[config.mk]
export PLATFORM = sky130hd
export DESIGN_NAME = rppsc_norm_cell
export DESIGN_NICKNAME = d
export VERILOG_FILES = /design/src/hw/rtl/rppsc_pkg.sv /design/src/hw/rtl/rppsc_norm_cell.sv
export SDC_FILE = /design/constraint.sdc
export NUM_CORES = 1
export LEC_CHECK = 0
export BUFFER_PORTS_ARGS = -buffer_cell sky130_fd_sc_hd__buf_2
export CORE_UTILIZATION = 35
export CTS_CLUSTER_DIAMETER = 150
export DETAILED_ROUTE_END_ITERATION = 8
export MAX_ROUTING_LAYER = met4
export PLACE_DENSITY_LB_ADDON = 0.3
export REMOVE_ABC_BUFFERS = 1
export SLEW_MARGIN = 20
export SYNTH_ARGS = -nofsm -noshare
export SYNTH_HDL_FRONTEND = slang
export SYNTH_SLANG_ARGS = --single-unit
export TNS_END_PERCENT = 5
[constraint.sdc]
create_clock -name clk -period 2.1 [get_ports clk]
set_input_delay 0.105 -clock clk [delete_from_list [all_inputs] [get_ports clk]]
set_output_delay 0.105 -clock clk [all_outputs]
set_load 0.01 [all_outputs]
[src/hw/rtl/rppsc_pkg.sv]
`default_nettype none
// ----------------------------------------------------------------------------
// rppsc_pkg: shared types and constants of the radar point polar converter
// Cell data types, pipeline depths and the CORDIC arctangent steps.
// ----------------------------------------------------------------------------
package rppsc_pkg;

    localparam int DEF_ANGLE_BITS    = 16;
    localparam int DEF_CORDIC_STAGES = 16;

    // Square root chain: two radicand bits per cell.
    localparam int SQ_STAGES = 25;
    // Divider chain: one quotient bit per cell.
    localparam int DIV_STAGES = 16;
    // Normalizing shift: shifts of 16, 8, 4, 2 and 1.
    localparam int NORM_STAGES = 5;
    localparam int NORM_TARGET = 29;
    localparam int MAX_CORDIC  = 24;

    typedef enum logic [2:0] {
        REG_MIN_RANGE  = 3'd0,
        REG_EGO_X      = 3'd1,
        REG_EGO_Y      = 3'd2,
        REG_EGO_Z      = 3'd3,
        REG_STATIC_THR = 3'd4
    } reg_idx_t;

    typedef struct packed {
        logic [49:0] src;
        logic [24:0] root;
        logic [26:0] rem;
    } sqrt_t;

    typedef struct packed {
        logic [15:0] num;
        logic [24:0] rem;
        logic [24:0] den;
        logic [15:0] quo;
    } div_t;

    typedef struct packed {
        logic signed [33:0] x;
        logic signed [33:0] y;
        logic [31:0]        z;
    } cor_t;

    typedef struct packed {
        cor_t        c;
        logic [30:0] mag;
    } norm_t;

    // atan(2^-i), full circle is 2^32.
    function automatic logic [31:0] atan_step(input int i);
        case (i)
            0:       return 32'h20000000;
            1:       return 32'h12E4051E;
            2:       return 32'h09FB385B;
            3:       return 32'h051111D4;
            4:       return 32'h028B0D43;
            5:       return 32'h0145D7E1;
            6:       return 32'h00A2F61E;
            7:       return 32'h00517C55;
            8:       return 32'h0028BE53;
            9:       return 32'h00145F2F;
            10:      return 32'h000A2F98;
            11:      return 32'h000517CC;
            12:      return 32'h00028BE6;
            13:      return 32'h000145F3;
            14:      return 32'h0000A2FA;
            15:      return 32'h0000517D;
            16:      return 32'h000028BE;
            17:      return 32'h0000145F;
            18:      return 32'h00000A30;
            19:      return 32'h00000518;
            20:      return 32'h0000028C;
            21:      return 32'h00000146;
            22:      return 32'h000000A3;
            23:      return 32'h00000051;
            default: return 32'h00000000;
        endcase
    endfunction

endpackage
`default_nettype wire

[src/hw/rtl/rppsc_norm_cell.sv]
`default_nettype none
// ----------------------------------------------------------------------------
// rppsc_norm_cell: one step of the CORDIC operand normalizing shift
// Shifts the vector left by a fixed amount if it stays below twice the target.
// ----------------------------------------------------------------------------
module rppsc_norm_cell #(
    parameter int AMT = 16
) (
    input  logic              clk,
    input  logic              en,
    input  rppsc_pkg::norm_t  d,
    output rppsc_pkg::norm_t  q
);
    rppsc_pkg::norm_t cell_reg;
    rppsc_pkg::norm_t cell_next;

    always_comb
    begin
        cell_next = d;
        if (d.mag < (31'(1) << (rppsc_pkg::NORM_TARGET + 1 - AMT)))
        begin
            cell_next.c.x = d.c.x <<< AMT;
            cell_next.c.y = d.c.y <<< AMT;
            cell_next.mag = d.mag << AMT;
        end
    end

    always_ff @(posedge clk)
    begin
        if (en)
        begin
            cell_reg <= cell_next;
        end
    end

    assign q = cell_reg;
endmodule
`default_nettype wire

# Word-level counts from Yosys, hierarchy flattened
# Cells that the tools add are included.
word_totals:
  regBits: 131
  in_bits: 133
  output_inout_bits: 131
classes:
  order_cmp: 1
  mux: 2
ops:
  columns: ["cell", "count"]
  rows:
  - ["two-way mux 68 bit", 1]
  - ["less-than comparator 31 x 15 -> 1 bit, second input constant", 1]
  - ["two-way mux 31 bit", 1]

# Logic depth before layout (Yosys ltp)
logic_depth:
  depth_word: 2
  ltp_mapped: 6
  mapped_depth_nobuf: 4

# Worst setup path before layout
# No wires, ideal clock.
synth_timing:
  path_kind: "input to register"
  startpoint: "in d[28] (netlist bit)"
  endpoint: "reg cell_reg, in the netlist q[113] (data pin)"
  arrival_ns: 1.319
  required_ns: 1.840
  path_slack_ns: 0.521
  cell_stages: 5
  path_cell_list: "nor4_1 -> nand4_1 -> nor4_4 -> buf_4 -> mux2_2"
synth_lines:
  columns: ["item", "line", "text"]
  rows:
  - ["from (decl)", "rppsc_norm_cell.sv:11", "input rppsc_pkg::norm_t d,"]
  - ["to (signal assigned)", "rppsc_norm_cell.sv:32", "cell_reg <= cell_next;"]
  - ["to (decl)", "rppsc_norm_cell.sv:14", "rppsc_pkg::norm_t cell_reg;"]

==> impl_metrics.toml <==
[outcome]
outcome = "complete, no violations"

[min_path]
hold_path.startpoint = "d[71]"
whs_path_depth = 2
holdPathEnd = "q[71]"
hold_path.class = "in -> reg"

[sta]
max_slew_margin = 0.7207
report.final.setup_viol = 0
max_freq_mhz = 497.0
timing.final.max_slew_violations = 0
tightestPinTransition_ns = 0.4151
hold_violations = 0
period_share = 0.9581
finalCriticalPeriod_ns = 2.012

[route]
routed_wl_mm = 12.52
drc = 0
drt_pass1_iterations = 4
avgRoutedWirePerCell_um = 14.83
route.antenna.remaining_nets = 0
detailedRoute.firstIterationViolations = 119
vias = 3670
via_per_inst = 4.348

[final_layout]
largest_reg_flops = 131
nets = 787
regArea_um2 = 3934
stdcell_count = 844
drive_gt1_frac = 0.5232
syn_to_final_growth_pct = 70.60
final.fill_count = 1018
final_area_um2 = 8275
multi_input_area_um2 = 848.3

[floorplan]
die_y_um = 119.7
core_area_um2 = 13400
start_util = 0.3620
dieWidth_um = 119.7
rows = 42
ios = 264
die_area_um2 = 14330

[global_route]
grt_max_degree = 59
antenna_found_initial = 1
grt_pass1_wl_mm = 18.62
grt_usage = 0.1808
overflow = 0
grt_pass1_vias = 3795

[place]
place_inst = 687
hpwlAfterDp_mm = 7.985
numPortBuffers = 263
dpl_cell_area_um2 = 6484
gp_congestion = 0.7537

[worst_setup_path]
cp_max_fo = 18
end_kind = "register"
critical_path_class = "in -> reg"
worstSetupStartpointType = "input pin"
worstPathRequired_ns = 2.38
worst_ep_arrival_time_ns = 2.29

[pwr]
power_leakage_nw = 3.566
power_density_nw_per_um2 = 792.8
ir_drop_uv = 435.7
p_sw_mw = 1.426
intPower_mw = 5.136
power_frac_comb = 0.116
clock_power_share = 0.402
swShare = 0.2173
seqPwrFrac = 0.482

[synth]
yosysSeqAreaShare = 0.8109
syn_area_um2 = 4851
synth.distinct_cells = 11
synthCells = 246
avgSynthCellArea_um2 = 19.72
ys_ff_latch = 131
ys_warn_count = 0

[clocking]
cts-root-buf = "clkbuf_16"
cts_htree_levels = 4
clk_path_buf_depth = 2
cts_resized = 0
clk_pin_slew_worst_paths_ns = 0.05
cts_tree = "done"
clock_sinks = 131
cts_made_buffers = 17

[flow_run]
cap_violations = 0
==> Yosys cell counts <==
master	n	share of area
a21o_1	14	0.022
buf_2	4	0.0041
buf_4	4	0.0062
clkbuf_1	5	0.0039
edfxtp_1	131	0.81
mux2_2	36	0.084
nand4_1	1	0.0013
nor2_1	1	0.00077
nor2b_1	46	0.059
nor4_1	3	0.0039
nor4_4	1	0.0044
==> power by group through the flow <==
stage | Sequential (mW) | Clock [mW] | Combinational [mW]
after global routing | 3.18 | 2.81 | 0.825
after detailed placement | 3.21 | 0 | 0.596
final | 3.16 | 2.64 | 0.764
after floorplan | 3.33 | 0 | 0.0704
after global placement | 3.20 | 0 | 0.588
after CTS | 3.16 | 2.70 | 0.767
==> cells in the final DEF, fill, tap and decap left out <==
cell type      netlist  final
mux2_2              36     36
buf_12               0      4
a21o_1              14     14
nand4_1              1      1
nor4_4               1      1
nor4_1               3      3
clkinvlp_4           0      3
nor2b_1             46     46
bufinv_16            0      1
buf_4                4     16
edfxtp_1           131    131
dlygate4sd3_1        0    118
clkinv_2             0      7
diode_2              0      1
buf_2                4    262
clkbuf_16            0     19
nor2_1               1      1
clkbuf_1             5      3
clkinv_1             0      1
==> kinds of logic after synthesis <==
kind of cell	count (synthesis)	share of synthesized area
buffers and inverters	13	0.01419
DFF	131	0.8109
and+or+nand+nor	52	0.06964
muxes	36	0.08357
AOI/OAI and AO/OA	14	0.02167
==> worst max-delay path by stage <==
stage          startpoint     end  slack [ns]
3_5_place_dp        d[28]   q[85]       -0.15
5_1_grt             d[29]   q[20]       -0.01
4_1_cts             d[29]   q[20]        0.06
6_report            d[22]   q[21]        0.09
3_3_place_gp        d[28]   q[79]       -0.12
2_1_floorplan       d[28]  q[113]       -1.63
==> routing by layer <==
metal | routed length (um) | global-route usage | up-vias
met1 | 4983 | 0.1991 | 1726
met4 | 212 | 0.07109 | 0
li1 | - | - | 1752
met5 | 0 | - | -
met2 | 6473 | 0.3020 | 174
met3 | 850 | 0.06036 | 18
==> area by class of cell <==
| cell class | count | share of cell area |
|---|---|---|
| Antenna cell | 1 | 0.0003024 |
| Clock buffer | 20 | 0.05277 |
| Clock inverter | 12 | 0.01104 |
| Multi-Input combinational cell | 102 | 0.1025 |
| Sequential cell | 131 | 0.4754 |
| Tap cell | 176 | 0.02661 |
| Timing Repair Buffer | 402 | 0.3314 |
==> per-stage QoR <==
step	power [mW]	worst slack [ns]	TNS [ns]	hold slack [ns]	utilization
2_1_floorplan	3.402	-1.631	-137.98	0.2039	-
3_3_place_gp	3.792	-0.1187	-4.204	0.2824	0.4838
3_5_place_dp	3.807	-0.1483	-4.772	0.2833	0.4838
4_1_cts	6.633	0.06162	0	0.00005931	0.6114
5_1_grt	6.816	-0.01182	-0.02832	0.004162	0.6176
6_report	6.561	0.08790	0	0.01538	0.6176
==> what timing repair did <==
item	in CTS	in global routing
hold buffers	118	0
setup buffers	0	4
endpoints found under the hold margin	104	0
endpoints found under the setup margin	0	4
==> worst max-delay path, stage by stage <==
cell,delay [ns]
dlygate4sd3_1,0.55
buf_2,0.15
nor2_1,0.10
nand4_1,0.14
nor4_4,0.25
buf_4,0.17
buf_12,0.16
a21o_1,0.13
dlygate4sd3_1,0.54
Note: power is estimated with default switching activity, not from simulation.
