==> config.mk <==
export PLATFORM = sky130hd
export DESIGN_NAME = rppsc_div_cell
export DESIGN_NICKNAME = d
export VERILOG_FILES = /design/src/hw/rtl/rppsc_pkg.sv /design/src/hw/rtl/rppsc_div_cell.sv
export SDC_FILE = /design/constraint.sdc
export NUM_CORES = 1
export LEC_CHECK = 0
export BUFFER_PORTS_ARGS = -buffer_cell sky130_fd_sc_hd__clkbuf_2
export CAP_MARGIN = 30
export CORE_MARGIN = 10
export CORE_UTILIZATION = 30
export DETAILED_ROUTE_END_ITERATION = 8
export GPL_TIMING_DRIVEN = 0
export SYNTH_ARGS = -nofsm -noshare
export SYNTH_HDL_FRONTEND = slang
export SYNTH_SLANG_ARGS = --single-unit
==> constraint.sdc <==
create_clock -name clk -period 5 [get_ports clk]
set_input_delay 0.25 -clock clk [delete_from_list [all_inputs] [get_ports clk]]
set_output_delay 0.25 -clock clk [all_outputs]
set_load 0.01 [all_outputs]
==> src/hw/rtl/rppsc_pkg.sv <==
`default_nettype none
// ----------------------------------------------------------------------------
// rppsc_pkg: shared types and constants of the radar point polar converter
// Cell data types, pipeline depths and the CORDIC arctangent steps.
// ----------------------------------------------------------------------------
package rppsc_pkg;

    localparam int DEF_ANGLE_BITS    = 16;
    localparam int DEF_CORDIC_STAGES = 16;

    // Square root chain: two radicand bits per cell.
    localparam int SQ_STAGES = 25;
    // Divider chain: one quotient bit per cell.
    localparam int DIV_STAGES = 16;
    // Normalizing shift: shifts of 16, 8, 4, 2 and 1.
    localparam int NORM_STAGES = 5;
    localparam int NORM_TARGET = 29;
    localparam int MAX_CORDIC  = 24;

    typedef enum logic [2:0] {
        REG_MIN_RANGE  = 3'd0,
        REG_EGO_X      = 3'd1,
        REG_EGO_Y      = 3'd2,
        REG_EGO_Z      = 3'd3,
        REG_STATIC_THR = 3'd4
    } reg_idx_t;

    typedef struct packed {
        logic [49:0] src;
        logic [24:0] root;
        logic [26:0] rem;
    } sqrt_t;

    typedef struct packed {
        logic [15:0] num;
        logic [24:0] rem;
        logic [24:0] den;
        logic [15:0] quo;
    } div_t;

    typedef struct packed {
        logic signed [33:0] x;
        logic signed [33:0] y;
        logic [31:0]        z;
    } cor_t;

    typedef struct packed {
        cor_t        c;
        logic [30:0] mag;
    } norm_t;

    // atan(2^-i), full circle is 2^32.
    function automatic logic [31:0] atan_step(input int i);
        case (i)
            0:       return 32'h20000000;
            1:       return 32'h12E4051E;
            2:       return 32'h09FB385B;
            3:       return 32'h051111D4;
            4:       return 32'h028B0D43;
            5:       return 32'h0145D7E1;
            6:       return 32'h00A2F61E;
            7:       return 32'h00517C55;
            8:       return 32'h0028BE53;
            9:       return 32'h00145F2F;
            10:      return 32'h000A2F98;
            11:      return 32'h000517CC;
            12:      return 32'h00028BE6;
            13:      return 32'h000145F3;
            14:      return 32'h0000A2FA;
            15:      return 32'h0000517D;
            16:      return 32'h000028BE;
            17:      return 32'h0000145F;
            18:      return 32'h00000A30;
            19:      return 32'h00000518;
            20:      return 32'h0000028C;
            21:      return 32'h00000146;
            22:      return 32'h000000A3;
            23:      return 32'h00000051;
            default: return 32'h00000000;
        endcase
    endfunction

endpackage
`default_nettype wire

==> src/hw/rtl/rppsc_div_cell.sv <==
`default_nettype none
// ----------------------------------------------------------------------------
// rppsc_div_cell: one step of a pipelined restoring divider
// Produces one quotient bit when active, otherwise passes its operand on unchanged.
// ----------------------------------------------------------------------------
module rppsc_div_cell #(
    parameter bit ACTIVE = 1'b1
) (
    input  logic             clk,
    input  logic             en,
    input  rppsc_pkg::div_t  d,
    output rppsc_pkg::div_t  q
);
    rppsc_pkg::div_t cell_reg;
    rppsc_pkg::div_t cell_next;
    logic [25:0]     rem2;

    always_comb
    begin
        rem2      = {d.rem, d.num[15]};
        cell_next = d;
        if (ACTIVE)
        begin
            cell_next.num = {d.num[14:0], 1'b0};
            if (rem2 >= {1'b0, d.den})
            begin
                cell_next.rem = 25'(rem2 - {1'b0, d.den});
                cell_next.quo = {d.quo[14:0], 1'b1};
            end
            else
            begin
                cell_next.rem = rem2[24:0];
                cell_next.quo = {d.quo[14:0], 1'b0};
            end
        end
    end

    always_ff @(posedge clk)
    begin
        if (en)
        begin
            cell_reg <= cell_next;
        end
    end

    assign q = cell_reg;
endmodule
`default_nettype wire

* Yosys cells after proc, flatten, opt, wreduce, memory -nomap -nowiden
Index checks and enable logic that the tools add are counted.
** Word-level totals
- Flip-flop bits (word level) :: 81
- Input port bits :: 84
- Output and inout port bits :: 82
- Word-level logic and storage cells :: 8
** Cells by class
- Add/sub/neg operators :: 1
- $lt $le $gt $ge :: 1
- Mux-type cells :: 2
** Operator list (number)
- $ge 26x25->1 :: 1
- $mux 25 :: 1
- $sub 25x25->25 :: 1
- $mux 1 :: 1

* Depth between registers and ports, before layout
- Word-level depth :: 2
- Depth in mapped cells :: 14
- Depth with buffers taken out :: 12

* Least setup slack after synthesis
Ideal clock, no wire load.
- Path kind :: input-to-reg
- Start :: input port d[81] in the netlist's numbering
- End :: register cell_reg, in the netlist q[47], data pin
- Setup time :: 0.260 ns
- Arrival time :: 2.802 ns
- Required time :: 4.740 ns
- Slack :: 1.938 ns
- Cell stages on the path :: 14
- Path buffers :: 2
- Cell sequence :: inv_1 > ha_1 > inv_1 > fa_1 > a21o_1 > a311o_1 > nor2b_4 > a2111o_1 > and3_1 > buf_6 > nor2_8 > inv_4 > buf_8 > mux2_4
** RTL lines
- start, declared :: RTL line rppsc_div_cell.sv:11 : input rppsc_pkg::div_t d,
- end signal, assigned :: RTL line rppsc_div_cell.sv:42 : cell_reg <= cell_next;
- end, declared :: RTL line rppsc_div_cell.sv:14 : rppsc_pkg::div_t cell_reg;

==> summary.md <==
| Metric | Value |
|---|---|
| 1st-pass router iterations | 5 |
| Worst hold stages | 1 |
| Vias per Instance | 4.64 |
| Post-synth EDFFs | slightly above 80 |
| DP Cell Count | 678 |
| Commonest cells post-synth | edfxtp_1, inv_1, a21oi_1 |
| Crit-path most repeated cell | inv_1 |
| Worst Path Max Fanout | 10 |
| Status | completed |
| Gr ovfl total | 0 |
| Placed cell area | 5340 sq um |
| Fill count | 1380 |
| Gate Count Post-Synth | 333 |
| Leakage | around 2.5 nW |
| IO Port Bufs | 163 |
| Crit path buffers/inverters | 6 |
| Compound-Gate Fraction of Synth Area | around 11% |
| Final hold viol count | 0 |
| Slew HR | 65.0% |
| Worst-case hold slack | 0.0779 ns |
| Initial DRC count | 165 |
| Total GRT Usage | 12.5% |
| Peak VDD IR | between 150 and 200 uV |
| Vias | 3222 |
| Nets@finish | 619 |
| First-pass GRT wire length | around 19000 um |
| Setup tns final | 0 ns |
| Top-count cell post-synth | edfxtp_1 |
| Post-synth top area cell | edfxtp_1 |
| Synthesized Nets | 443 |
| Critical Path Sink Type | flip-flop |
| Data required, critical path | 5.09 ns |
| Post-Route WL | 12200 um |
| Initial core utilization | 30.6% |
| Crit-path slowest cell | a2111o_1 |
| Largest family of logic cells by synthesized area | compound AO/OA/AOI/OAI gates |
| FMAX | 329 MHz |
| Max FFs per register | 81 |
| Htree depth | 3 |
| Max_cap viols | 0 |
| Clock root cell | clkbuf_16 |
| Slew Limit Fails | 0 |
| Worst setup SP type | primary input |
| Async SR Flop Fraction | 0% |
| RSZ-0062 raised after global routing | no |
| Fin util | 40.7% |
| # DRC | 0 |
| Xor-xnor portion of the synthesized cell area | 4.53% |
| Final worst slack | 1.96 ns |
| CTS Buf Count | 9 |
| Share of layout cells above drive strength 1 | around 41% |
| Post-synthesis register bit count | 81 |
| Post-synthesis area per instance | 12.8 sq um |
| Yosys warns | 0 |
| CP Data Arrival Time | roughly 3.1 ns |
| Top delay family on crit path | compound AO/OA/AOI/OAI gates |
| Multiplexer share of the synthesized area | 5.79% |
| Routed WL per cell | ~18 um |
| Synth cell types | 54 |
| CP cell instances | clkbuf_2 > inv_1 > ha_1 > inv_1 > fa_1 > a21o_1 > a311o_1 > nor2b_4 > a2111o_1 > and3_1 > buf_6 > nor2_8 > inv_4 > buf_8 > mux2_4 |
| Clock-pin slew of the registers on the worst-case setup and hold paths | 0.06 ns |
| Die Wd | 139 um |
| Power density cells | approximately 350 nW/um^2 |
| CTS tree | built |
| Design Area, Final | about 5700 sq um |
| Area share of and/or/nand/nor cells after synthesis | 8.62% |
| Die Y | 139 um |
| # clock sinks | 81 |
| Worst path depth | 15 |
| Pwr Total | 2.00 mW |
| Initial antenna violation count | 0 |
| Area growth, synth to finish | 32.9% |
| Core Region | roughly 14000 sq um |
| Top cell type's share of synthesized area | 57.2% |
| Vias in the first global route | 3458 |
| Fin crit share | between 60% and 70% |
| Min Tclk post-route | 3.04 ns |
| Slew @ Worst Pin | 0.523 ns |
| Post-cts sizing count | 0 |
| Setup Buffers After CTS | 0 |
| Largest stage delay on the critical path | 0.43 ns |
| Worst slack, placed | between 1.5 and 2 ns |
| DP HPWL | between 9000 and 10000 um |
| Die area | between 15000 and 20000 sq um |
| Adder-cell share of the synthesized area | 7.82% |
| Ant. Diodes | 0 |
| Synthesized cell area | 4250 sq um |
| FP Rows | 43 |
| Synth area leaders | edfxtp_1, ha_1, mux2_4, xnor2_1, a21oi_1 |
| Hold-fix buffers at CTS | 0 |
| Max Root-Sink Buffers | 2 |
| GPL Wtd Cong | around 0.82 |
| Pin count of the biggest net entering global routing | 50 |
| Final non-filler cell total | between 600 and 700 |
| Worst hold path type | in -> reg |
| CP Class | in -> reg |
| Post-DRT Antenna Nets | 0 |
| Setup-failing EPs final | 0 |
| Main flop type after synthesis | edfxtp_1 |
| Sequential share of the synthesized area | 57.2% |
| IO Count | 166 |
-- final cells by class --
| class | instances | area [sq um] | share of cell area, % |
|---|---|---|---|
| sequential | 81 | 2430 | 43.0 |
| buffer | 11 | 72.6 | 1.28 |
| timing repair buffer | 165 | 857 | 15.2 |
| tap | 180 | 225 | 3.98 |
| clock buffer | 9 | 225 | 3.98 |
| multi-input combinational | 210 | 1630 | 28.8 |
| inverter | 31 | 119 | 2.10 |
| clock inverter | 7 | 93.8 | 1.66 |
-- cells by family after synthesis --
kind of cell             after synthesis
adder cells (fa/ha/maj)               26
multiplexers                          18
XOR/XNOR                              22
other                                  1
AO/OA/AOI/OAI                         75
flip-flops                            81
buffers and inverters                 42
AND/OR/NAND/NOR                       68
-- path summary, 6_finish.rpt --
path / from / endpoint / slack [ns]
hold / removal: d[74] / q[75]$_DFFE_PP_ / 0.08
setup / recovery: d[81] / q[53]$_DFFE_PP_ / 1.96
-- cell usage in the layout (no fill, tap or decap), drive strengths merged, types with 3 or more instances in the layout --
master,netlist,final
nor2b,4,4
buf,5,7
clkbuf,6,178
a21oi,27,27
nand4,5,5
xnor2,19,19
o21ai,10,10
nand2,14,14
ha,25,25
nand2b,4,4
a211oi,5,5
a31o,3,3
inv,31,32
mux2,17,17
nor2,13,13
nor3,13,13
clkinv,0,3
and3,4,4
a21o,7,7
o21a,4,4
xor2,3,3
a31oi,3,3
edfxtp,81,81
nand3,4,4
-- power breakdown --
group | internal (mW) | switching [mW] | leakage [nW]
clock network | 0.437 | 0.276 | 0.153
logic | 0.199 | 0.235 | 1.60
registers | 0.834 | 0.0172 | 0.793
total | 1.47 | 0.528 | 2.55
-- routing by layer --
metal	GRT usage (%)	share of wire, %	vias up
met4	4.61	1.6	0
met5	0	0	-
met3	4.28	6.9	14
met2	20.3	47	116
met1	15.0	44	1497
li1	-	-	1595
Note: power is estimated with default switching activity, not from simulation.
