File: config.mk
export PLATFORM = sky130hd
export DESIGN_NAME = rppsc_cordic_cell
export DESIGN_NICKNAME = d
export VERILOG_FILES = /design/src/hw/rtl/rppsc_pkg.sv /design/src/hw/rtl/rppsc_cordic_cell.sv
export SDC_FILE = /design/constraint.sdc
export NUM_CORES = 1
export LEC_CHECK = 0
export BUFFER_PORTS_ARGS = -buffer_cell sky130_fd_sc_hd__buf_2
export CORE_MARGIN = 1.5
export CORE_UTILIZATION = 30
export CTS_CLUSTER_DIAMETER = 150
export CTS_CLUSTER_SIZE = 20
export DETAILED_ROUTE_END_ITERATION = 12
export SLEW_MARGIN = 20
export SYNTH_ARGS = -nofsm -noshare
export SYNTH_HDL_FRONTEND = slang
export SYNTH_SLANG_ARGS = --single-unit
File: constraint.sdc
create_clock -name clk -period 4.9 [get_ports clk]
set_input_delay 0.49 -clock clk [delete_from_list [all_inputs] [get_ports clk]]
set_output_delay 0.49 -clock clk [all_outputs]
set_load 0.02 [all_outputs]
File: src/hw/rtl/rppsc_pkg.sv
`default_nettype none
// ----------------------------------------------------------------------------
// rppsc_pkg: shared types and constants of the radar point polar converter
// Cell data types, pipeline depths and the CORDIC arctangent steps.
// ----------------------------------------------------------------------------
package rppsc_pkg;

    localparam int DEF_ANGLE_BITS    = 16;
    localparam int DEF_CORDIC_STAGES = 16;

    // Square root chain: two radicand bits per cell.
    localparam int SQ_STAGES = 25;
    // Divider chain: one quotient bit per cell.
    localparam int DIV_STAGES = 16;
    // Normalizing shift: shifts of 16, 8, 4, 2 and 1.
    localparam int NORM_STAGES = 5;
    localparam int NORM_TARGET = 29;
    localparam int MAX_CORDIC  = 24;

    typedef enum logic [2:0] {
        REG_MIN_RANGE  = 3'd0,
        REG_EGO_X      = 3'd1,
        REG_EGO_Y      = 3'd2,
        REG_EGO_Z      = 3'd3,
        REG_STATIC_THR = 3'd4
    } reg_idx_t;

    typedef struct packed {
        logic [49:0] src;
        logic [24:0] root;
        logic [26:0] rem;
    } sqrt_t;

    typedef struct packed {
        logic [15:0] num;
        logic [24:0] rem;
        logic [24:0] den;
        logic [15:0] quo;
    } div_t;

    typedef struct packed {
        logic signed [33:0] x;
        logic signed [33:0] y;
        logic [31:0]        z;
    } cor_t;

    typedef struct packed {
        cor_t        c;
        logic [30:0] mag;
    } norm_t;

    // atan(2^-i), full circle is 2^32.
    function automatic logic [31:0] atan_step(input int i);
        case (i)
            0:       return 32'h20000000;
            1:       return 32'h12E4051E;
            2:       return 32'h09FB385B;
            3:       return 32'h051111D4;
            4:       return 32'h028B0D43;
            5:       return 32'h0145D7E1;
            6:       return 32'h00A2F61E;
            7:       return 32'h00517C55;
            8:       return 32'h0028BE53;
            9:       return 32'h00145F2F;
            10:      return 32'h000A2F98;
            11:      return 32'h000517CC;
            12:      return 32'h00028BE6;
            13:      return 32'h000145F3;
            14:      return 32'h0000A2FA;
            15:      return 32'h0000517D;
            16:      return 32'h000028BE;
            17:      return 32'h0000145F;
            18:      return 32'h00000A30;
            19:      return 32'h00000518;
            20:      return 32'h0000028C;
            21:      return 32'h00000146;
            22:      return 32'h000000A3;
            23:      return 32'h00000051;
            default: return 32'h00000000;
        endcase
    endfunction

endpackage
`default_nettype wire

File: src/hw/rtl/rppsc_cordic_cell.sv
`default_nettype none
// ----------------------------------------------------------------------------
// rppsc_cordic_cell: one CORDIC vectoring iteration
// Rotates toward the x axis by atan(2^-SHIFT) when active, else passes it on unchanged.
// ----------------------------------------------------------------------------
module rppsc_cordic_cell #(
    parameter int SHIFT  = 0,
    parameter bit ACTIVE = 1'b1
) (
    input  logic             clk,
    input  logic             en,
    input  rppsc_pkg::cor_t  d,
    output rppsc_pkg::cor_t  q
);
    localparam logic [31:0] ANG = rppsc_pkg::atan_step(SHIFT);

    rppsc_pkg::cor_t    cell_reg;
    rppsc_pkg::cor_t    cell_next;
    logic signed [33:0] xs;
    logic signed [33:0] ys;

    always_comb
    begin
        xs        = d.x;
        ys        = d.y;
        cell_next = d;
        if (ACTIVE)
        begin
            if (!ys[33])
            begin
                cell_next.x = xs + (ys >>> SHIFT);
                cell_next.y = ys - (xs >>> SHIFT);
                cell_next.z = d.z + ANG;
            end
            else
            begin
                cell_next.x = xs - (ys >>> SHIFT);
                cell_next.y = ys + (xs >>> SHIFT);
                cell_next.z = d.z - ANG;
            end
        end
    end

    always_ff @(posedge clk)
    begin
        if (en)
        begin
            cell_reg <= cell_next;
        end
    end

    assign q = cell_reg;
endmodule
`default_nettype wire

== Yosys cells after proc, flatten, opt, wreduce, memory -nomap -nowiden ==
Cells that the tools add are included.
Widths: inputs -> output; s select.

* RAM bits: 0
* Memory bits (read-only): 0
* Memories kept: 0
* Input bits: 102
* Register bits after elaboration: 100
* Word-level logic and storage cells: 9
* Latch bits: 0

* Shifts and indexed selects: 0
* Multiplexer cells: 1
* Reduce and logical (&&, ||, !) cells: 0
* Add/subtract/negate cells: 5
* $mul: 0
* Bitwise logic cells: 0
* Magnitude comparators: 0
* Divide/modulo/power cells: 0
* Equal/unequal tests: 0

{| class="wikitable"
|+ Operators with widths
! kind !! count
|-
| $mux 100 || 1
|-
| $sub 34x34->34 || 2
|-
| $add 34x34->34 || 1
|-
| $add 32x30->32 const B || 1
|-
| $sub 32x30->32 const B || 1
|}

== Depth between registers and ports, before layout ==
Gate-level depths: netlist of the first run.

* Depth in word-level cells: 2
* Mapped depth: 12
* Depth with buffers taken out: 11

== Least setup slack after synthesis of the first run ==
OpenSTA, ideal clock, no wires.

* Path kind: input-to-reg
* Start: input d[32] in the netlist's numbering
* End: register cell_reg (netlist bit q[64]) (data pin)
* Setup slack: 2053 ps
* Arrival: 2589 ps
* Stages on the path: 10
* Setup time: 258 ps
* Cell sequence: ha_1 > fa_1 > and2b_4 > o211ai_2 > a32oi_4 > a311oi_2 > nor3_2 > o311a_1 > a31oi_1 > xnor2_1

{| class="wikitable"
|+ RTL lines
! what !! line !! RTL
|-
| from (decl) || rppsc_cordic_cell.sv:12 || <nowiki>input rppsc_pkg::cor_t d,</nowiki>
|-
| to (signal assigned) || rppsc_cordic_cell.sv:48 || <nowiki>cell_reg <= cell_next;</nowiki>
|-
| to (decl) || rppsc_cordic_cell.sv:17 || <nowiki>rppsc_pkg::cor_t cell_reg;</nowiki>
|}

==> summary.md, run 1 <==
| Metric | Value |
|---|---|
| Status | finished clean |
| Non-filler cells, final | between 1500 and 2000 |
| # H-tree levels | 3 |
| Setup-failing EPs final | 0 |
| ANT cells | 0 |
| #FFs+latches synth | 99 |
| Routed WL | between 30000 and 40000 um |
| First-pass DRT Iterations | 7 |
| Minimum clock period after layout | between 3000 and 4000 ps |
| Worst vdd ir | between 150 and 200 uV |
| Initial cell density of the core | 0.305 |
| Main synth FF type | edfxtp_1 |
| Max-cap violations | 0 |
| Setup CP Type | primary input to flip-flop |
| Setup slack at placement | ~1300 ps |
| CTS tree | yes |
| Lkg Pwr | 0.00471 uW |
| Clk root buf | clkbuf_16 |
| Area of the multi-input gates | between 5000 and 6000 um^2 |
| DP Cell Count | 1616 |
| Hold Path Class | primary input to flip-flop |
| CORE AREA | ~30000 um^2 |
| Post-synthesis cell type count | 82 |
| DR vias | a little under 9000 |
| Initial antenna violation count | 2 |
| Fin Setup TNS | 0 ps |
| Hold slack final | just under 300 ps |
| Syn_nets | approximately 1300 |
| Least-Margin Pin Slew | 1000 ps |
| Synthesis-to-layout area growth | 17.0% |
| RSZ-0062 raised after global routing | no |
| Antenna-violating nets left | 0 |
| Via density | between 5 and 6 |
| Crit path max fanout | 17 |
| Largest family of logic cells by synthesized area | compound AO/OA/AOI/OAI gates |
| Tcrit/Tclk final | 0.678 |
| IO Port Bufs | ~200 |
| Post-DP Area | ~11000 um^2 |
| Number of setup buffers added after CTS | 0 |
| Clock tree sinks | 99 |
| Sequential cell area | slightly below 3000 um^2 |
| Std cell rows | 64 |
| Die H | approximately 180 um |
| Layout cells sized above 1 | 0.214 |
| Min-Delay Endpoint | q[28] |
| Detailed-placement wirelength estimate | 25000 um |
| CTS max path bufs | 2 |
| Die area | approximately 32000 um^2 |
| Die Width | 180 um |
| GRT Total Usage | 0.189 |
| Worst Path Required | ~5000 ps |
| Post-Syn Instances | 1056 |
| Grt ovf | 0 |
| CTS Buf Count | 9 |
| PD cells | roughly 280 nW/um^2 |
| Simple-gate share of the synthesized area | 0.137 |
| First-pass GRT wire length | 47800 um |
| Hold_buf cts | 0 |
| DRT iter0 DRCs | 776 |
| Final Max Slew Viols | 0 |
| Post-synthesis mux area share | 0.0215 |
| Synth warnings | 0 |
| # fillers | approximately 3200 |
| WL/cell | between 15 and 20 um |
| Synthesized area per cell | approximately 8.9 um^2 |
| Final Hold Viols | 0 |
| Max FFs per register | just under 100 |
| Worst slew margin relative to its limit | 0.324 |
| Largest net degree at the start of global routing | 74 |
| Post-synth EDFFs | 99 |
| Seq/Total Area, Yosys | 0.318 |
| Max Freq | 301 MHz |
| Synthesized area | 9360 um^2 |
| Clock-pin slew on the worst setup and hold paths | around 90 ps |
| Final Cell Area | approximately 11000 um^2 |
| Hold path depth | 1 |
| WP data arrival | between 3000 and 4000 ps |
| Post_cts resized | 0 |
| Synth Area in Compound Gates | 0.248 |
| Synth Area in Adders | 0.142 |
| Min-delay src | d[28] |
| Setup crit end kind | flip-flop |
| Vias in the first global route | ~8300 |
| Setup slack after layout | ~1600 ps |
| Routability-driven placement congestion ratio | roughly 0.96 |
| Io pins | 202 |
| Post-synthesis xor/xnor area fraction | 0.0571 |
| Asr flop ratio synth | 0 |
| DRC Markers | 0 |
| Crit start category | primary input |
| Nets | 1437 |
==> Yosys cell counts, drive strengths merged, types with 8 or more instances <==
| library cell | number | share of area |
|---|---|---|
| a211oi | 13 | 0.012 |
| mux2i | 19 | 0.020 |
| a21oi | 106 | 0.058 |
| nor4 | 8 | 0.0053 |
| buf | 26 | 0.021 |
| nor3 | 24 | 0.014 |
| xnor2 | 58 | 0.054 |
| ha | 100 | 0.13 |
| nand4 | 17 | 0.011 |
| nand2b | 10 | 0.0067 |
| nand2 | 47 | 0.019 |
| edfxtp | 99 | 0.32 |
| o211ai | 12 | 0.011 |
| nor2 | 89 | 0.036 |
| o21bai | 20 | 0.016 |
| inv | 117 | 0.047 |
| a21o | 15 | 0.012 |
| o21a | 12 | 0.0096 |
| clkbuf | 19 | 0.0087 |
| o31ai | 18 | 0.014 |
| nand3 | 23 | 0.012 |
| a31oi | 17 | 0.011 |
| nor2b | 8 | 0.0053 |
| o21ai | 80 | 0.043 |
| or3 | 8 | 0.0053 |
==> stage by stage <==
| stage | power, uW | util |
|---|---|---|
| floorplan | 1960 | - |
| global placement | 2360 | 0.347 |
| detailed placement | 2360 | 0.347 |
| CTS | 3130 | 0.357 |
| global route | 3270 | 0.357 |
| finish | 3110 | 0.357 |
==> cell families (layout without fill, tap and decap cells) <==
group / after synthesis / count (layout)
AOI/OAI and AO/OA: 350 / 350
muxes: 20 / 20
adders and majority gates: 104 / 104
DFF: 99 / 99
xor gates and xnor gates: 61 / 61
buffers and inverters: 162 / 342
and+or+nand+nor: 260 / 260
==> critical path, stage by stage <==
cell and delay [ps]:
buf_2 110, inv_1 40, ha_1 600, inv_1 220, o21ai_0 150, a21boi_0 110
o31ai_1 730, o21ai_1 350, a21oi_1 300, o22ai_1 140, xnor2_1 190
==> area by class of cell <==
type | instances | share of cell area
multi-input cells | 795 | 0.518
repair buffers | 209 | 0.0976
flip-flops and latches | 99 | 0.272
well taps | 396 | 0.0453
inverters | 117 | 0.0401
clock buffers | 9 | 0.0206
clock inverters | 7 | 0.00731
==> worst max path at each step <==
| stage | from | endpoint | slack (ps) | cells past startpoint |
|---|---|---|---|---|
| after global routing | d[46] | q[56] | 1410 | 11 |
| after global placement | d[41] | q[59] | 1290 | 11 |
| after floorplan | d[32] | q[64] | 2050 | 10 |
| after detailed placement | d[36] | q[83] | 1300 | 11 |
| after CTS | d[36] | q[83] | 1700 | 11 |
| final | d[46] | q[90] | 1580 | 11 |
==> metal layers <==
layer / routed length (um) / track usage
met2: 13800 / 0.290
met5: 20 / 0
met3: 2480 / 0.0346
met1: 14100 / 0.262
met4: 949 / 0.0707
==> where the power goes <==
part | internal, uW | switching, uW
Combinational | 422 | 816
Clock | 364 | 385
Sequential | 1090 | 30.4
==> cell usage in the layout, fill, tap and decap left out, types with 14 or more instances in the layout <==
cell type / count
buf_2: 200
inv_1: 109
a21oi_1: 103
ha_1: 100
edfxtp_1: 99
nor2_1: 88
o21ai_0: 69
xnor2_1: 58
nand2_1: 47
nand3_1: 23
nor3_1: 21
o21bai_1: 20
mux2i_1: 19
o31ai_1: 18
nand4_1: 17
a31oi_1: 17
a21o_1: 14
(Power assumes the default switching activity.)
==> run 2, diff against run 1 <==
- clock period: 4.9 -> 3.45 ns (I/O delays scaled with it)
==> run 2 against run 1 <==
  * Die area unchanged
  * Wire length is 3.2% higher
  * Worst setup slack worse by 1200 ps
  * Clock power grew 43%
  * Sequential cell count did not move
  * Power up 45%
  * Critical path depth is the same
  * Combinational power rose by 48%
  * Sequential power up 43%
  * Via count rose by 2.3%
  * Worst hold slack lost 150 ps
  * Cell count is 2.5% higher
==> summary.md, run 2 (synthesis results as in run 1) <==
| Metric | Value |
|---|---|
| Switching Share | 0.396 (about the same) |
| Switching pwr | 1780 uW (+45%) |
| Number of setup buffers added after CTS | 0 (unchanged) |
| Die Width | 180 um (unchanged) |
| PD cells | 400 nW/um^2 (+41%) |
| Least-Margin Pin Slew | 1020 ps (+15.0 ps) |
| Critical path's slowest cell | o41ai_1 |
| Clock share of power | 0.238 (-0.003) |
| First-pass DRT Iterations | 5 (-2) |
| Tot Pwr | 4500 uW (+45%) |
| Routability-driven placement congestion ratio | 0.945 (-1.6%) |
| Worst slew margin relative to its limit | 0.314 (-0.0101) |
| Clk root buf | clkbuf_16 |
| Routed WL | 32400 um (+3.2%) |
| Io pins | 202 (unchanged) |
| Gate power share | 0.406 (+0.008) |
| Sum of buffers and inverters on the critical path | 2 (-1) |
| Clock-pin slew on the worst setup and hold paths | 90 ps (about the same) |
| Nets | 1478 (+2.9%) |
| CTS Buf Count | 9 (unchanged) |
| Post-DP Area | 11000 um^2 (+3.0%) |
| Hold_buf cts | 0 (unchanged) |
| Detailed-placement wirelength estimate | 25900 um (+3.5%) |
| Initial cell density of the core | 0.305 (unchanged) |
| Minimum clock period after layout | 3030 ps |
| Largest net degree at the start of global routing | 74 (unchanged) |
| Crit-path leading delay family | compound AO/OA/AOI/OAI gates |
| RSZ-0062 raised after global routing | no |
| Sequential cell area | 2970 um^2 (unchanged) |
| Crit path max fanout | 10 (-7) |
| Layout cells sized above 1 | 0.240 (+0.0252) |
| Max FFs per register | 99 (unchanged) |
| Fin Setup TNS | 0 ps (unchanged) |
| Most common cell after layout, fill and taps aside | buf_2 |
| Sequential share of power | 0.355 (-0.006) |
| DR vias | 8936 (+2.3%) |
| Final Hold Viols | 0 (unchanged) |
| Std cell rows | 64 (unchanged) |
| ANT cells | 0 (unchanged) |
| Crit start category | primary input |
| # fillers | 3206 (-0.93%) |
| Max stage delay on crit path | 580 ps (-150 ps) |
| CORE AREA | 30700 um^2 (unchanged) |
| Initial antenna violation count | 0 (-2) |
| Vias in the first global route | 8710 (+4.6%) |
| Internal | 2720 uW (+45%) |
| Max-cap violations | 0 (unchanged) |
| Final Cell Area | 11300 um^2 (+2.8%) |
| Die area | 32300 um^2 (unchanged) |
| Commonest cells after routing, fill and taps aside | buf_2 (200), inv_1 (109), a21oi_1 (103) |
| Via density | 5.34 (-0.18%) |
| Status | finished clean |
| Post_cts resized | 0 (unchanged) |
| DP Cell Count | 1657 (+2.5%) |
| Critical Path, Cell by Cell | buf_2, inv_1, ha_1, o21a_1, o31a_1, o2111ai_1, a211oi_2, nor3_1, o41ai_1, o31ai_1, xnor2_1 |
| Area of the multi-input gates | 5670 um^2 (unchanged) |
| DRC Markers | 0 (unchanged) |
| Synthesis-to-layout area growth | 20.3% |
| IO Port Bufs | 201 (unchanged) |
| Hold Path Class | primary input to flip-flop |
| CTS max path bufs | 2 (unchanged) |
| Setup slack at placement | 117 ps (-1180 ps) |
| Worst Path Required | 3550 ps (-1460 ps) |
| Clock tree sinks | 99 (unchanged) |
| DRT iter0 DRCs | 847 (+9.1%) |
| Worst vdd ir | 211 uV (+18%) |
| First-pass GRT wire length | 50100 um (+4.8%) |
| Setup slack after layout | 422 ps (-1160 ps) |
| # H-tree levels | 3 (unchanged) |
| Setup CP Type | primary input to flip-flop |
| GRT Total Usage | 0.198 (+0.00889) |
| Grt ovf | 0 (unchanged) |
| Die H | 180 um (unchanged) |
| CTS tree | yes |
| Max Freq | between 300 and 400 MHz |
| Final Max Slew Viols | 0 (unchanged) |
| Antenna-violating nets left | 0 (unchanged) |
| Setup crit end kind | flip-flop |
| Non-filler cells, final | 1673 (+2.5%) |
| WP data arrival | 3130 ps (-300 ps) |
| Lkg Pwr | 0.00491 uW (+4.2%) |
| Tcrit/Tclk final | 0.878 |
| Setup-failing EPs final | 0 (unchanged) |
| WL/cell | 19.4 um (+0.69%) |
[run 2: cell types whose count changed in the layout (fill, tap and decap cells not counted)]
| cell | previous run | this run |
|---|---|---|
| buf_4 | 9 | 49 |
| buf_12 | 0 | 1 |
| clkinv_2 | 0 | 1 |
| clkinv_4 | 1 | 0 |
| clkinv_8 | 2 | 1 |
| inv_6 | 1 | 2 |
[run 2: through the flow]
stage / util / hold WS (ps)
detailed placement: 0.357 / 523
finish: 0.367 / 138
CTS: 0.367 / 126
floorplan: - / 444
global placement: 0.357 / 521
global route: 0.367 / 123
[run 2: path summary, 6_finish.rpt]
path | start | endpoint | slack [ps] | depth (start not counted)
worst min-delay path | d[13] | q[13] | 140 | 1
worst max-delay path | d[35] | q[59] | 420 | 11
[run 2: power by group through the flow]
stage	Sequential (uW)	Combinational (uW)	Clock, uW
5_1_grt	1620	1980	1150
6_report	1600	1830	1070
3_3_place_gp	1630	1800	0
2_1_floorplan	1850	936	0
4_1_cts	1600	1820	1110
3_5_place_dp	1630	1810	0
[run 2: layout make-up]
class                      instances  share of cell area
multi-input combinational        795               0.503
tap                              396              0.0440
inverter                         117              0.0390
sequential                        99               0.264
clock inverter                     7             0.00611
timing repair buffer             250               0.123
clock buffer                       9              0.0200
[run 2: routing by layer]
metal | global-route usage | vias up | routed length [um]
met5 | 0 | - | 0
met4 | 0.0733 | 0 | 1010
met3 | 0.0411 | 54 | 2500
met2 | 0.303 | 397 | 14300
met1 | 0.273 | 4226 | 14600
li1 | - | 4259 | -
==> run 3, diff against run 2 <==
- REMOVE_ABC_BUFFERS: default -> 1
- SLEW_MARGIN: 20 -> 15
==> run 3 against run 2 <==
  * Critical path type unchanged
  * Largest power group unchanged
  * Power down 1.5%
  * Worst setup slack got worse by 64 ps
  * First-iteration DRC count grew 4.3%
  * Wire length increased by 0.50%
  * Critical endpoint unchanged
  * Highest routed layer is now met5
==> summary.md, run 3 (synthesis results as in run 1) <==
| Metric | Value |
|---|---|
| WP data arrival | 3190 ps (+60 ps) |
| Hold slack final | 154 ps (+15.7 ps) |
| First-pass GRT wire length | 50200 um (+0.23%) |
| Most common cell after layout, fill and taps aside | buf_2 |
| Via density | 5.36 (+0.44%) |
| Max FFs per register | 99 (unchanged) |
| Status | finished clean |
| Hold_buf cts | 0 (unchanged) |
| CTS tree | yes |
| Std cell rows | 64 (unchanged) |
| Setup-failing EPs final | 0 (unchanged) |
| Vias in the first global route | 8781 (+0.82%) |
| Max Freq | 323 MHz (-2.1%) |
| Setup slack after layout | 358 ps (-64.2 ps) |
| Worst vdd ir | 197 uV (-6.6%) |
| Synthesis-to-layout area growth | 19.7% |
| IO Port Bufs | 201 (unchanged) |
| Crit path max fanout | 13 (+3) |
| Clk root buf | clkbuf_16 |
| Lkg Pwr | 0.00487 uW (-0.72%) |
| DR vias | 8943 (+0.078%) |
| # H-tree levels | 3 (unchanged) |
| Post_cts resized | 0 (unchanged) |
| Max-cap violations | 0 (unchanged) |
| Setup CP Type | primary input to flip-flop |
| Commonest cells after routing, fill and taps aside | buf_2 (200), inv_1 (109), a21oi_1 (103) |
| Die H | 180 um (unchanged) |
| CP Capture Point | q[59] |
| Routed WL | 32600 um (+0.50%) |
| First-pass DRT Iterations | 5 (unchanged) |
| Worst Path Required | 3550 ps (about the same) |
| Fin Setup TNS | 0 ps (unchanged) |
| DP Cell Count | 1653 (-0.24%) |
| Grt ovf | 0 (unchanged) |
| DRC Markers | 0 (unchanged) |
| Non-filler cells, final | 1667 (-0.36%) |
| RSZ-0062 raised after global routing | no |
| Number of setup buffers added after CTS | 0 (unchanged) |
| Die Width | 180 um (unchanged) |
| Crit start category | primary input |
| Largest net degree at the start of global routing | 74 (unchanged) |
| ANT cells | 0 (unchanged) |
| Minimum clock period after layout | 3090 ps (+64.2 ps) |
| Setup slack at placement | 41.7 ps (-75.0 ps) |
| CORE AREA | 30700 um^2 (unchanged) |
| Max stage delay on crit path | 570 ps (about the same) |
| Initial antenna violation count | 1 (+1) |
| Final Hold Viols | 0 (unchanged) |
| Worst slew margin relative to its limit | 0.355 (+0.0404) |
| Nets | 1474 (-0.27%) |
| Critical Path, Cell by Cell | buf_2, inv_1, ha_1, nand2_1, nor2_1, o2111ai_1, a211oi_2, nor3_1, o41ai_1, o31ai_1, xnor2_1 |
| Routability-driven placement congestion ratio | 0.947 (+0.25%) |
| Antenna-violating nets left | 0 (unchanged) |
| Die area | 32300 um^2 (unchanged) |
| Initial cell density of the core | 0.305 (unchanged) |
| GRT Total Usage | 0.198 (+0.000740) |
| Clock tree sinks | 99 (unchanged) |
| DRT iter0 DRCs | 883 (+4.3%) |
| Critical path's slowest cell | ha_1 |
| Clock-pin slew on the worst setup and hold paths | 70 ps (-20 ps) |
| Setup crit end kind | flip-flop |
| Hold Path Class | primary input to flip-flop |
| WL/cell | 19.5 um (+0.86%) |
| CTS max path bufs | 2 (unchanged) |
| Final Max Slew Viols | 0 (unchanged) |
| Least-Margin Pin Slew | 960 ps (-60.1 ps) |
| Hold path depth | 1 (unchanged) |
| CTS Buf Count | 9 (unchanged) |
| Layout cells sized above 1 | 0.236 (-0.00359) |
| Detailed-placement wirelength estimate | 26400 um (+1.9%) |
| Tcrit/Tclk final | 0.896 (+0.0186) |
| Worst Setup SP | d[41] |
| Io pins | 202 (unchanged) |
| PD cells | 396 nW/um^2 (-0.96%) |
## run 3: cell types whose count changed in the layout (fill, tap and decap cells not counted)
cell	delta
clkinv_4	+1
buf_4	-4
inv_8	-2
clkinv_8	-1
## run 3: worst min-delay path by stage
| stage | start | endpoint |
|---|---|---|
| 2_1_floorplan | d[0] | q[0] |
| 3_3_place_gp | d[5] | q[5] |
| 3_5_place_dp | d[25] | q[25] |
| 4_1_cts | d[12] | q[12] |
| 5_1_grt | d[15] | q[15] |
| 6_report | d[12] | q[12] |
## run 3: cell type report
| cell class | instances | area, um^2 |
|---|---|---|
| Fill cell | 3182 | 19500 |
| Multi-Input combinational cell | 795 | 5670 |
| Inverter | 117 | 439 |
| Tap cell | 396 | 495 |
| Clock buffer | 9 | 225 |
| Timing Repair Buffer | 246 | 1360 |
| Clock inverter | 5 | 38.8 |
| Sequential cell | 99 | 2970 |
## run 3: critical path: cells and delay by family
family,cells,cell delay [ps]
buffers and inverters,2,150
adders and majority gates,1,570
AOI/OAI and AO/OA,4,1270
and+or+nand+nor,3,690
xor gates and xnor gates,1,160
## run 3: power by group
| part | internal [uW] | leakage, uW | switching [uW] |
|---|---|---|---|
| Clock | 489 | 0.000128 | 514 |
| Sequential | 1550 | 0.000969 | 61.8 |
| Combinational | 650 | 0.00378 | 1170 |
## run 3: through the flow
| stage | utilization | cell area, um^2 | power [uW] |
|---|---|---|---|
| after detailed placement | 0.356 | 10900 | 3440 |
| after floorplan | - | 9080 | 2740 |
| after CTS | 0.365 | 11200 | 4450 |
| after global routing | 0.365 | 11200 | 4660 |
| final | 0.365 | 11200 | 4440 |
| after global placement | 0.356 | 10900 | 3430 |
## run 3: routing by layer
metal | part of all wire | wire, um | track usage | vias to the layer above
li1 | - | - | - | 4252
met1 | 0.46 | 14800 | 0.281 | 4228
met2 | 0.44 | 14300 | 0.308 | 416
met3 | 0.080 | 2600 | 0.0320 | 45
met4 | 0.024 | 770 | 0.0600 | 2
met5 | 0.00071 | 23 | 0 | -
